$ cat config.mk
export PLATFORM = sky130hd
export DESIGN_NAME = mask_levels_gamma_curve
export DESIGN_NICKNAME = d
export VERILOG_FILES = /design/src/mlgc_pkg.sv /design/src/mlgc_div.sv /design/src/mlgc_shape.sv /design/src/mask_levels_gamma_curve.sv
export SDC_FILE = /design/constraint.sdc
export NUM_CORES = 2
export LEC_CHECK = 0
export ABC_AREA = 1
export BUFFER_PORTS_ARGS = -buffer_cell sky130_fd_sc_hd__buf_2
export CORE_MARGIN = 2
export CORE_UTILIZATION = 50
export DETAILED_ROUTE_END_ITERATION = 7
export GPL_TIMING_DRIVEN = 1
export PLACE_DENSITY = 0.65
export SETUP_SLACK_MARGIN = 0.15
export SYNTH_ARGS = -nofsm -noshare
export SYNTH_HDL_FRONTEND = slang
export SYNTH_MEMORY_MAX_BITS = 65536
export SYNTH_SLANG_ARGS = --single-unit
$ cat constraint.sdc
create_clock -name clk_i -period 75.8 [get_ports clk_i]
set_clock_uncertainty 0.15 [all_clocks]
set_input_delay 7.58 -clock clk_i [delete_from_list [all_inputs] [get_ports clk_i]]
set_output_delay 7.58 -clock clk_i [all_outputs]
set_load 0.1 [all_outputs]
$ cat src/mlgc_pkg.sv
// Package for the mask levels and gamma curve block.
// Register indexes, fixed-point constants and the log2 / exp2 curve tables.
// Used by mlgc_shape and mask_levels_gamma_curve.
package mlgc_pkg;

  typedef enum logic [2:0] {
    CfgInvertSample    = 3'd0,
    CfgInputBlack      = 3'd1,
    CfgInputWhite      = 3'd2,
    CfgResponseExp     = 3'd3,
    CfgOutputBlack     = 3'd4,
    CfgOutputWhite     = 3'd5
  } cfg_idx_e;

  localparam logic [15:0] BlackMax   = 16'd65534;
  localparam logic [15:0] ExpMin     = 16'd205;
  localparam logic [15:0] ExpMax     = 16'd32768;
  localparam logic [16:0] OneQ16     = 17'd65536;
  localparam int          DisplaySteps = 255;
  // lv * 2 * steps > 2^32 is the same as lv > floor(2^32 / (2 * steps))
  localparam logic [31:0] DispThresh = 32'((64'd1 << 32) / (64'd2 * 64'(DisplaySteps)));

  // log2(1 + i/32) in Q1.16
  function automatic logic [16:0] log_tab(input logic [5:0] idx);
    logic [16:0] v;
    case (idx)
      6'd0:  v = 17'd0;      6'd1:  v = 17'd2909;   6'd2:  v = 17'd5732;
      6'd3:  v = 17'd8473;   6'd4:  v = 17'd11136;  6'd5:  v = 17'd13727;
      6'd6:  v = 17'd16248;  6'd7:  v = 17'd18704;  6'd8:  v = 17'd21098;
      6'd9:  v = 17'd23433;  6'd10: v = 17'd25711;  6'd11: v = 17'd27936;
      6'd12: v = 17'd30109;  6'd13: v = 17'd32234;  6'd14: v = 17'd34312;
      6'd15: v = 17'd36346;  6'd16: v = 17'd38336;  6'd17: v = 17'd40286;
      6'd18: v = 17'd42196;  6'd19: v = 17'd44068;  6'd20: v = 17'd45904;
      6'd21: v = 17'd47705;  6'd22: v = 17'd49472;  6'd23: v = 17'd51207;
      6'd24: v = 17'd52911;  6'd25: v = 17'd54584;  6'd26: v = 17'd56229;
      6'd27: v = 17'd57845;  6'd28: v = 17'd59434;  6'd29: v = 17'd60997;
      6'd30: v = 17'd62534;  6'd31: v = 17'd64047;  6'd32: v = 17'd65536;
      default: v = 17'd0;
    endcase
    return v;
  endfunction

  // 2^(-i/32) in Q1.16
  function automatic logic [16:0] exp_tab(input logic [5:0] idx);
    logic [16:0] v;
    case (idx)
      6'd0:  v = 17'd65536;  6'd1:  v = 17'd64132;  6'd2:  v = 17'd62757;
      6'd3:  v = 17'd61413;  6'd4:  v = 17'd60097;  6'd5:  v = 17'd58809;
      6'd6:  v = 17'd57549;  6'd7:  v = 17'd56316;  6'd8:  v = 17'd55109;
      6'd9:  v = 17'd53928;  6'd10: v = 17'd52773;  6'd11: v = 17'd51642;
      6'd12: v = 17'd50535;  6'd13: v = 17'd49452;  6'd14: v = 17'd48393;
      6'd15: v = 17'd47356;  6'd16: v = 17'd46341;  6'd17: v = 17'd45348;
      6'd18: v = 17'd44376;  6'd19: v = 17'd43425;  6'd20: v = 17'd42495;
      6'd21: v = 17'd41584;  6'd22: v = 17'd40693;  6'd23: v = 17'd39821;
      6'd24: v = 17'd38968;  6'd25: v = 17'd38133;  6'd26: v = 17'd37316;
      6'd27: v = 17'd36516;  6'd28: v = 17'd35734;  6'd29: v = 17'd34968;
      6'd30: v = 17'd34219;  6'd31: v = 17'd33486;  6'd32: v = 17'd32768;
      default: v = 17'd0;
    endcase
    return v;
  endfunction

endpackage

$ cat src/mlgc_div.sv
// Pipelined restoring divider, one quotient bit per register stage.
// Standalone; the numerator's quotient must fit in QUO_W bits.
module mlgc_div #(
  parameter int NUM_W = 24,
  parameter int DEN_W = 8,
  parameter int QUO_W = 16
) (
  input  logic             clk_i,
  input  logic             rst_ni,
  input  logic             adv_i,
  input  logic             valid_i,
  input  logic [NUM_W-1:0] num_i,
  input  logic [DEN_W-1:0] den_i,
  output logic             valid_o,
  output logic [QUO_W-1:0] quo_o
);

  logic [DEN_W-1:0] rem_q [QUO_W];
  logic [QUO_W-1:0] low_q [QUO_W];
  logic [QUO_W-1:0] quo_q [QUO_W];
  logic [DEN_W-1:0] den_q [QUO_W];
  logic             vld_q [QUO_W];

  for (genvar k = 0; k < QUO_W; k++) begin : g_stage
    logic [DEN_W-1:0] rem_in;
    logic [QUO_W-1:0] low_in;
    logic [QUO_W-1:0] quo_in;
    logic [DEN_W-1:0] den_in;
    logic             vld_in;
    logic [DEN_W:0]   trial;
    logic             ge;
    logic [DEN_W-1:0] rem_d;

    if (k == 0) begin : g_first
      // upper numerator bits are below the divisor when the quotient fits
      assign rem_in = DEN_W'(num_i >> QUO_W);
      assign low_in = num_i[QUO_W-1:0];
      assign quo_in = '0;
      assign den_in = den_i;
      assign vld_in = valid_i;
    end else begin : g_next
      assign rem_in = rem_q[k-1];
      assign low_in = low_q[k-1];
      assign quo_in = quo_q[k-1];
      assign den_in = den_q[k-1];
      assign vld_in = vld_q[k-1];
    end

    assign trial = {rem_in, low_in[QUO_W-1]};
    assign ge    = trial >= {1'b0, den_in};
    assign rem_d = ge ? DEN_W'(trial - {1'b0, den_in}) : trial[DEN_W-1:0];

    always_ff @(posedge clk_i or negedge rst_ni) begin
      if (!rst_ni) begin
        vld_q[k] <= 1'b0;
      end else if (adv_i) begin
        vld_q[k] <= vld_in;
      end
    end

    always_ff @(posedge clk_i) begin
      if (adv_i) begin
        rem_q[k] <= rem_d;
        low_q[k] <= {low_in[QUO_W-2:0], 1'b0};
        quo_q[k] <= {quo_in[QUO_W-2:0], ge};
        den_q[k] <= den_in;
      end
    end
  end

  assign valid_o = vld_q[QUO_W-1];
  assign quo_o   = quo_q[QUO_W-1];

endmodule

$ cat src/mlgc_shape.sv
// Power curve x^e as exp2(e * log2(x)) over five register stages.
// Depends on mlgc_pkg for the log2 and exp2 tables.
module mlgc_shape (
  input  logic        clk_i,
  input  logic        rst_ni,
  input  logic        adv_i,
  input  logic        valid_i,
  input  logic [16:0] norm_i,
  input  logic [15:0] exponent_i,
  output logic        valid_o,
  output logic [16:0] shaped_o
);

  // stage A: leading one and mantissa
  logic        a_vld_q, a_sp_q;
  logic [16:0] a_spv_q;
  logic [3:0]  a_p_q;
  logic [14:0] a_f_q;
  // stage B: -log2 of the normalized value
  logic        b_vld_q, b_sp_q;
  logic [16:0] b_spv_q;
  logic [20:0] b_nl_q;
  // stage C: times exponent
  logic        c_vld_q, c_sp_q;
  logic [16:0] c_spv_q;
  logic [36:0] c_prod_q;
  // stage D: exp2 of fraction
  logic        d_vld_q, d_sp_q, d_kill_q;
  logic [16:0] d_spv_q;
  logic [16:0] d_v_q;
  logic [4:0]  d_ip_q;
  // stage E: result
  logic        e_vld_q;
  logic [16:0] e_shaped_q;

  // stage A logic
  logic        a_sp_d;
  logic [16:0] a_spv_d;
  logic [3:0]  a_p_d;
  logic [15:0] a_norm_sh;

  always_comb begin
    a_p_d = '0;
    for (int b = 1; b < 16; b++) begin
      if (norm_i[b]) begin
        a_p_d = 4'(b);
      end
    end
    a_sp_d  = 1'b0;
    a_spv_d = '0;
    if (norm_i == '0) begin
      a_sp_d = 1'b1;
    end else if (norm_i >= mlgc_pkg::OneQ16) begin
      a_sp_d  = 1'b1;
      a_spv_d = mlgc_pkg::OneQ16;
    end
  end

  assign a_norm_sh = norm_i[15:0] << (4'd15 - a_p_d);

  // stage B logic
  logic [4:0]  b_i;
  logic [9:0]  b_r;
  logic [16:0] b_t0, b_t1;
  logic [22:0] b_mul;
  logic [16:0] b_t;
  logic [20:0] b_nl_d;

  assign b_i    = a_f_q[14:10];
  assign b_r    = a_f_q[9:0];
  assign b_t0   = mlgc_pkg::log_tab({1'b0, b_i});
  assign b_t1   = mlgc_pkg::log_tab({1'b0, b_i} + 6'd1);
  assign b_mul  = 23'(b_t1 - b_t0) * 23'(b_r) + 23'd512;
  assign b_t    = b_t0 + 17'(b_mul >> 10);
  assign b_nl_d = {5'(5'd16 - {1'b0, a_p_q}), 16'd0} - 21'(b_t);

  // stage D logic
  logic [36:0] d_arg;
  logic [8:0]  d_ipw;
  logic [15:0] d_fr;
  logic [16:0] d_e0, d_e1;
  logic [22:0] d_mul;

  assign d_arg = (c_prod_q + 37'd2048) >> 12;
  assign d_ipw = d_arg[24:16];
  assign d_fr  = d_arg[15:0];
  assign d_e0  = mlgc_pkg::exp_tab({1'b0, d_fr[15:11]});
  assign d_e1  = mlgc_pkg::exp_tab({1'b0, d_fr[15:11]} + 6'd1);
  assign d_mul = 23'(d_e0 - d_e1) * 23'(d_fr[10:0]) + 23'd1024;

  // stage E logic
  logic [17:0] e_rnd;
  logic [16:0] e_shaped_d;

  always_comb begin
    e_rnd = '0;
    if (d_ip_q != '0) begin
      e_rnd = 18'd1 << (d_ip_q - 5'd1);
    end
    e_shaped_d = 17'(({1'b0, d_v_q} + e_rnd) >> d_ip_q);
    if (d_kill_q) begin
      e_shaped_d = '0;
    end
    if (d_sp_q) begin
      e_shaped_d = d_spv_q;
    end
  end

  always_ff @(posedge clk_i or negedge rst_ni) begin
    if (!rst_ni) begin
      a_vld_q <= 1'b0;
      b_vld_q <= 1'b0;
      c_vld_q <= 1'b0;
      d_vld_q <= 1'b0;
      e_vld_q <= 1'b0;
    end else if (adv_i) begin
      a_vld_q <= valid_i;
      b_vld_q <= a_vld_q;
      c_vld_q <= b_vld_q;
      d_vld_q <= c_vld_q;
      e_vld_q <= d_vld_q;
    end
  end

  always_ff @(posedge clk_i) begin
    if (adv_i) begin
      a_sp_q     <= a_sp_d;
      a_spv_q    <= a_spv_d;
      a_p_q      <= a_p_d;
      a_f_q      <= a_norm_sh[14:0];
      b_sp_q     <= a_sp_q;
      b_spv_q    <= a_spv_q;
      b_nl_q     <= b_nl_d;
      c_sp_q     <= b_sp_q;
      c_spv_q    <= b_spv_q;
      c_prod_q   <= 37'(b_nl_q) * 37'(exponent_i);
      d_sp_q     <= c_sp_q;
      d_spv_q    <= c_spv_q;
      d_v_q      <= d_e0 - 17'(d_mul >> 11);
      d_kill_q   <= d_ipw >= 9'd17;
      d_ip_q     <= d_ipw[4:0];
      e_shaped_q <= e_shaped_d;
    end
  end

  assign valid_o  = e_vld_q;
  assign shaped_o = e_shaped_q;

endmodule

$ cat src/mask_levels_gamma_curve.sv
// Top level of the mask levels and gamma curve block: registers, sample
// widening, input renormalization, output mapping. Uses mlgc_pkg, mlgc_div,
// mlgc_shape.
//
//   channel  valid        stall        payload
//   input    in_valid_i   in_stall_o   mask_sample_i
//   output   out_valid_o  out_stall_i  level_o, present_o
//   config   cfg_we_i     -            cfg_idx_i, cfg_data_i
//
// One request enters per cycle while no finished result is held; the pipe depth is
// set mostly by the bit-per-stage renormalization divider.
// Reset clears all valid bits and loads the register reset values; derived
// black point, span and clamped exponent are registered and follow a register write in the cycle after it.
// A stalled result holds every stage in place; nothing is dropped or repeated.
module mask_levels_gamma_curve #(
  parameter int SAMPLE_BITS = 8,
  parameter int LEVEL_BITS  = 16
) (
  input  logic                  clk_i,
  input  logic                  rst_ni,
  input  logic                  in_valid_i,
  output logic                  in_stall_o,
  input  logic [SAMPLE_BITS-1:0] mask_sample_i,
  output logic                  out_valid_o,
  input  logic                  out_stall_i,
  output logic [LEVEL_BITS-1:0] level_o,
  output logic                  present_o,
  input  logic                  cfg_we_i,
  input  logic [2:0]            cfg_idx_i,
  input  logic [15:0]           cfg_data_i
);

  localparam int SmaxInt  = (1 << SAMPLE_BITS) - 1;
  localparam int WidenMul = 65535 / SmaxInt;
  localparam int WidenRem = 65535 % SmaxInt;
  localparam int TW       = 2 * SAMPLE_BITS;
  localparam logic [32:0] LevelRnd = 33'd1 << (31 - LEVEL_BITS);
  localparam logic [LEVEL_BITS-1:0] LevelMax = {LEVEL_BITS{1'b1}};

  logic adv;

  // configuration registers
  logic        invert_q;
  logic [15:0] in_black_q, in_white_q, exp_q, out_black_q, out_white_q;
  logic [15:0] black_q, span_q, exp_clamp_q;
  logic [15:0] black_d, white_d, exp_clamp_d;

  always_ff @(posedge clk_i or negedge rst_ni) begin
    if (!rst_ni) begin
      invert_q    <= 1'b0;
      in_black_q  <= 16'd0;
      in_white_q  <= 16'd65535;
      exp_q       <= 16'd4096;
      out_black_q <= 16'd0;
      out_white_q <= 16'd65535;
    end else if (cfg_we_i) begin
      case (cfg_idx_i)
        mlgc_pkg::CfgInvertSample: invert_q    <= cfg_data_i[0];
        mlgc_pkg::CfgInputBlack:   in_black_q  <= cfg_data_i;
        mlgc_pkg::CfgInputWhite:   in_white_q  <= cfg_data_i;
        mlgc_pkg::CfgResponseExp:  exp_q       <= cfg_data_i;
        mlgc_pkg::CfgOutputBlack:  out_black_q <= cfg_data_i;
        mlgc_pkg::CfgOutputWhite:  out_white_q <= cfg_data_i;
        default: ;
      endcase
    end
  end

  always_comb begin
    black_d     = (in_black_q > mlgc_pkg::BlackMax) ? mlgc_pkg::BlackMax : in_black_q;
    white_d     = (in_white_q > black_d) ? in_white_q : black_d + 16'd1;
    exp_clamp_d = exp_q;
    if (exp_q < mlgc_pkg::ExpMin) begin
      exp_clamp_d = mlgc_pkg::ExpMin;
    end else if (exp_q > mlgc_pkg::ExpMax) begin
      exp_clamp_d = mlgc_pkg::ExpMax;
    end
  end

  always_ff @(posedge clk_i or negedge rst_ni) begin
    if (!rst_ni) begin
      black_q     <= 16'd0;
      span_q      <= 16'd65535;
      exp_clamp_q <= 16'd4096;
    end else begin
      black_q     <= black_d;
      span_q      <= white_d - black_d;
      exp_clamp_q <= exp_clamp_d;
    end
  end

  // advance the whole pipe unless a finished result is held
  assign adv        = !(out_valid_o && out_stall_i);
  assign in_stall_o = !adv;

  // widen the sample: round(s * 65535 / smax) as s * q0 + (s * r0 + smax/2) / smax,
  // the last division by 2^B - 1 done by folding the high digit onto the low one
  logic [TW-1:0]          w_t;
  logic [SAMPLE_BITS-1:0] w_hi, w_lo;
  logic [SAMPLE_BITS:0]   w_sum;
  logic [1:0]             w_fix;
  logic [15:0]            x_d;
  logic                   d1_vld_q;
  logic [15:0]            x_raw_q;

  always_comb begin
    w_t   = TW'(mask_sample_i) * TW'(WidenRem) + TW'(SmaxInt / 2);
    w_hi  = w_t[TW-1:SAMPLE_BITS];
    w_lo  = w_t[SAMPLE_BITS-1:0];
    w_sum = {1'b0, w_hi} + {1'b0, w_lo};
    if (w_sum >= (SAMPLE_BITS+1)'(2 * SmaxInt)) begin
      w_fix = 2'd2;
    end else if (w_sum >= (SAMPLE_BITS+1)'(SmaxInt)) begin
      w_fix = 2'd1;
    end else begin
      w_fix = 2'd0;
    end
    x_d = 16'(mask_sample_i) * 16'(WidenMul) + 16'(w_hi) + 16'(w_fix);
  end

  always_ff @(posedge clk_i or negedge rst_ni) begin
    if (!rst_ni) begin
      d1_vld_q <= 1'b0;
    end else if (adv) begin
      d1_vld_q <= in_valid_i;
    end
  end

  always_ff @(posedge clk_i) begin
    if (adv) begin
      x_raw_q <= x_d;
    end
  end

  // renormalize: zero maps to a zero quotient, full span to exactly one
  logic [15:0] x_inv, dx, dsel;
  logic [32:0] num2_q;
  logic        r_vld_q;

  always_comb begin
    x_inv = invert_q ? ~x_raw_q : x_raw_q;
    dx    = x_inv - black_q;
    if (x_inv <= black_q) begin
      dsel = '0;
    end else if (dx >= span_q) begin
      dsel = span_q;
    end else begin
      dsel = dx;
    end
  end

  always_ff @(posedge clk_i or negedge rst_ni) begin
    if (!rst_ni) begin
      r_vld_q <= 1'b0;
    end else if (adv) begin
      r_vld_q <= d1_vld_q;
    end
  end

  always_ff @(posedge clk_i) begin
    if (adv) begin
      num2_q <= {1'b0, dsel, 16'd0} + 33'(span_q >> 1);
    end
  end

  logic        d2_vld;
  logic [16:0] norm_raw, norm;

  mlgc_div #(
    .NUM_W (33),
    .DEN_W (16),
    .QUO_W (17)
  ) u_div_norm (
    .clk_i   (clk_i),
    .rst_ni  (rst_ni),
    .adv_i   (adv),
    .valid_i (r_vld_q),
    .num_i   (num2_q),
    .den_i   (span_q),
    .valid_o (d2_vld),
    .quo_o   (norm_raw)
  );

  assign norm = (norm_raw > mlgc_pkg::OneQ16) ? mlgc_pkg::OneQ16 : norm_raw;

  logic        s_vld;
  logic [16:0] shaped;

  mlgc_shape u_shape (
    .clk_i      (clk_i),
    .rst_ni     (rst_ni),
    .adv_i      (adv),
    .valid_i    (d2_vld),
    .norm_i     (norm),
    .exponent_i (exp_clamp_q),
    .valid_o    (s_vld),
    .shaped_o   (shaped)
  );

  // output mapping
  logic               l1_vld_q, l2_vld_q, o_vld_q;
  logic signed [34:0] prod_q;
  logic signed [16:0] odiff;
  logic signed [35:0] lerp;
  logic [31:0]        lv_q;
  logic               disp_q;
  logic [32:0]        lvl_wide;
  logic [LEVEL_BITS-1:0] lvl_d, level_q;

  assign odiff = $signed({1'b0, out_white_q}) - $signed({1'b0, out_black_q});
  assign lerp  = $signed({3'b000, out_black_q, 16'd0}) + 36'(prod_q);

  assign lvl_wide = ({1'b0, lv_q} + LevelRnd) >> (32 - LEVEL_BITS);

  always_comb begin
    lvl_d = '0;
    if (disp_q) begin
      lvl_d = (lvl_wide > 33'(LevelMax)) ? LevelMax : lvl_wide[LEVEL_BITS-1:0];
    end
  end

  always_ff @(posedge clk_i or negedge rst_ni) begin
    if (!rst_ni) begin
      l1_vld_q <= 1'b0;
      l2_vld_q <= 1'b0;
      o_vld_q  <= 1'b0;
    end else if (adv) begin
      l1_vld_q <= s_vld;
      l2_vld_q <= l1_vld_q;
      o_vld_q  <= l2_vld_q;
    end
  end

  always_ff @(posedge clk_i) begin
    if (adv) begin
      prod_q  <= 35'(odiff) * $signed({18'd0, shaped});
      lv_q    <= lerp[35] ? 32'd0 : lerp[31:0];
      disp_q  <= !lerp[35] && (lerp[31:0] > mlgc_pkg::DispThresh);
      level_q <= lvl_d;
    end
  end

  assign out_valid_o = o_vld_q;
  assign level_o     = level_q;
  assign present_o   = level_q != '0;

endmodule
==> summary.txt <==
Synth
  – Syn avg cell area: 9.108 µm²
  – Primary FF master, synth: edfxtp_1
  – Post-synth EDFFs: 873
  – Ys async rst share: 0.1493
  – Syn Inst Count: 9816
  – Register area share after synthesis: 0.3412
  – #FFs+latches synth: 1045
  – Most numerous cell in the Yosys netlist: inv_1
  – Area share of the largest cell type after synthesis: 0.2932
  – Most frequent cells after synthesis: 1836 x inv_1, 1725 x nand2_1, 873 x edfxtp_1
  – Yosys cell types: 76
  – Yosys top cell by area: edfxtp_1
  – Synth top area cells: edfxtp_1 29%, fa_1 17%, ha_1 12%, inv_1 7.7%, nand2_1 7.2%
  – Synthesis Warnings: 0
  – Mapped Nets: 11.46k
  – Cell Area, Synth: 89410 µm²

Route
  – First-pass iteration count of the detailed router: 8
  – Drc violations: 0
  – WL per Instance: 16.43 µm
  – Post-DRT Antenna Nets: 0
  – Initial drt markers: 4155
  – DR vias/cell: 5.309
  – Routed vias: 64.72k
  – WL final: 200300 µm

CTS
  – Post-CTS resize count: 0
  – Clock transition at path regs: 0.06 ns
  – Clk sinks: 1045
  – Post-CTS Hold Fix Bufs: 0
  – Setup bufs post-CTS: 0
  – Worst-Skew Late Latency: 0.77 ns
  – # H-tree levels: 3
  – CTS tree: done
  – Clock Tree Buf Depth: 3
  – CTS Root Buffer Type: clkbuf_16
  – TritonCTS Buffers: 114

STA
  – Slew headroom: 0.2094
  – Fin. Hold Viols: 0
  – Worst-Margin Slew: 1.180 ns
  – # setup viols final: 0
  – RSZ-0062 raised after global routing: no
  – Setup total negative slack: 0 ns
  – Final Critical Period: 17.52 ns
  – Slew Limit Fails: 0
  – Tcrit/Tclk final: 0.2311
  – Fmax: 57.08 MHz

Place
  – Post-DP Area: 91740 µm²
  – Final HPWL DP: 155000 µm
  – Port bufs: 50
  – Placer Congestion: 0.9167

Worst setup path
  – Data required, critical path: 68.07 ns
  – Reg-to-reg slack, setup: 62.14 ns
  – CP endpoint: in_stall_o
  – CP Cell Sequence: buf_2 -> nand2_4 -> clkinv_1 -> buf_2
  – Worst endpoint data arrival time: 9.79 ns
  – CP startpoint kind: input port
  – CP Class: in2out
  – Worst path max stage delay: 0.96 ns
  – RR Startpoint: u_shape.c_prod_q[12]$_DFFE_PN_
  – R2R cell count: 61
  – Total stage count of the critical path: 4
  – Most used cell, CP: buf_2
  – Crit path from: out_stall_i
  – Worst Setup End Kind: output pin
  – Crit Path Max Fanout: 54
  – Reg2reg end: u_shape.d_v_q[16]$_DFFE_PN_
  – CP bufs+invs: 3
  – CP delay by family, top: buffers and inverters
  – Slowest cell on the critical path: clkinv_1

Global routing
  – First-pass GRT wire length: 332100 µm
  – Total track usage: 0.2238
  – Total gr overflow: 0
  – Largest net degree at the start of global routing: 200
  – Grt met3 use: 0.02978
  – Met2 usage: 0.3868
  – Met1 Usage GRT: 0.2925
  – Antenna violations before repair: 3
  – Vias in the first global route: 65.90k
  – GRT Max-Usage Layer: met2

Floorplanning
  – Starting Density: 0.5022
  – Die height: 426.9 µm
  – Num rows: 155
  – Die area: 182200 µm²
  – Chip width: 426.9 µm
  – I/O Pins: 51
  – Core area: 178000 µm²

Cells and area
  – Final core utilization: 0.5373
  – # fillers: 16.01k
  – Nets: 11.38k
  – Design area: 95650 µm²
  – Layout area overhead: 6.986%
  – Layout cells sized above 1: 0.04078

Status
  – Status: finished clean

Job
  – Max cap viols: 0

Worst hold path
  – Worst hold-check path type: reg2reg
## final cells by class
| type | instances | area [µm²] | area share |
|---|---|---|---|
| multi-input combinational | 6628 | 50750 | 0.5306 |
| sequential | 1045 | 30500 | 0.3189 |
| inverter | 1864 | 6997 | 0.07315 |
| clock buffer | 140 | 3013 | 0.03150 |
| tap | 2355 | 2947 | 0.03080 |
| clock inverter | 72 | 899.6 | 0.009405 |
| timing repair buffer | 85 | 544.3 | 0.005690 |
| antenna | 1 | 2.502 | 0.00002616 |
## worst min path at each step
stage | start | endpoint | slack (ns) | cells after the start
detailed placement | u_div_norm.quo_q[0][86]$_DFFE_PN_ | u_div_norm.quo_q[0][104]$_DFFE_PN_ | 0.25 | 0
global placement | u_div_norm.quo_q[0][35]$_DFFE_PN_ | u_div_norm.quo_q[0][53]$_DFFE_PN_ | 0.25 | 0
global route | u_div_norm.quo_q[1][25]$_DFFE_PN_ | u_div_norm.quo_q[1][43]$_DFFE_PN_ | 0.26 | 0
floorplan | u_div_norm.quo_q[0][85]$_DFFE_PN_ | u_div_norm.quo_q[0][103]$_DFFE_PN_ | 0.25 | 0
CTS | u_div_norm.quo_q[1][23]$_DFFE_PN_ | u_div_norm.quo_q[1][41]$_DFFE_PN_ | 0.24 | 0
finish | u_div_norm.quo_q[1][3]$_DFFE_PN_ | u_div_norm.quo_q[1][21]$_DFFE_PN_ | 0.25 | 0
## state kept, by name, indices dropped and copies added (netlist names), 17 cells and up
register and flops:
num2_q 30, u_div_norm.den_q 242, u_div_norm.rem_q 256, u_shape.b_nl_q 21
prod_q 35, u_shape.shaped_o 17, u_div_norm.quo_q 153, u_shape.c_prod_q 26
lv_q 17, u_shape.d_v_q 17
## stage by stage
stage / worst slack [ns] / hold slack (ns) / cells
2_1_floorplan: 42.04 / 0.2503 / 9816
3_3_place_gp: 58.28 / 0.2503 / 11980
3_5_place_dp: 58.25 / 0.2545 / 11980
4_1_cts: 58.23 / 0.2427 / 12190
5_1_grt: 58.03 / 0.2552 / 12190
6_report: 58.28 / 0.2514 / 12190
## cell families (layout without fill, tap and decap cells)
| logic type | Yosys count | in the layout | share of synthesized area |
|---|---|---|---|
| mux | 7 | 7 | 0.0007837 |
| buf+inv | 2143 | 2161 | 0.09140 |
| flops | 1045 | 1045 | 0.3412 |
| compound gates | 1427 | 1427 | 0.08719 |
| xor+xnor | 482 | 482 | 0.04722 |
| simple gates | 3104 | 3104 | 0.1424 |
| fa+ha+maj | 1608 | 1608 | 0.2899 |
| other cells | 0 | 1 | 0 |
## worst reg2reg max path, delay by kind of cell, from the launching register on
kind | cells | cell delay [ns]
fa+ha+maj | 11 | 4.03
simple gates | 23 | 3.62
compound gates | 12 | 2.72
buf+inv | 12 | 1.43
xor+xnor | 3 | 1.03
flops | 1 | 0.39
## placed cells by master (no fill, tap or decap), types with 11 or more instances in the layout
| cell type | instances |
|---|---|
| a221o_1 | 11 |
| o31ai_1 | 17 |
| xnor2_1 | 209 |
| clkbuf_16 | 116 |
| o21ai_0 | 409 |
| xor2_1 | 272 |
| a31oi_1 | 32 |
| nor2_1 | 816 |
| or2_2 | 41 |
| a21oi_1 | 762 |
| o221ai_1 | 12 |
| clkinv_1 | 28 |
| inv_1 | 1836 |
| buf_2 | 49 |
| nand3_1 | 273 |
| o21ai_1 | 19 |
| nor3b_1 | 11 |
| nand4_1 | 60 |
| fa_1 | 772 |
| ha_1 | 836 |
| bufinv_16 | 15 |
| inv_2 | 12 |
| clkinv_2 | 15 |
| edfxtp_1 | 873 |
| nor3_1 | 90 |
| o21bai_1 | 53 |
| clkbuf_1 | 22 |
| o211ai_1 | 22 |
| a211oi_1 | 20 |
| dfxtp_1 | 16 |
| buf_4 | 33 |
| dfstp_2 | 50 |
| clkinvlp_4 | 14 |
| a21o_1 | 16 |
| nor4_1 | 39 |
| dfrtp_1 | 106 |
| nand2_1 | 1724 |
## metal layers
metal | part of all wire | vias up
li1 | - | 31420
met1 | 0.43 | 31290
met2 | 0.49 | 1620
met3 | 0.051 | 390
met4 | 0.030 | 2
met5 | 0.000065 | -
Power is left out: the tool's default activity adds up to more than one toggle a clock period on the data nets, which glitch-free logic cannot reach.
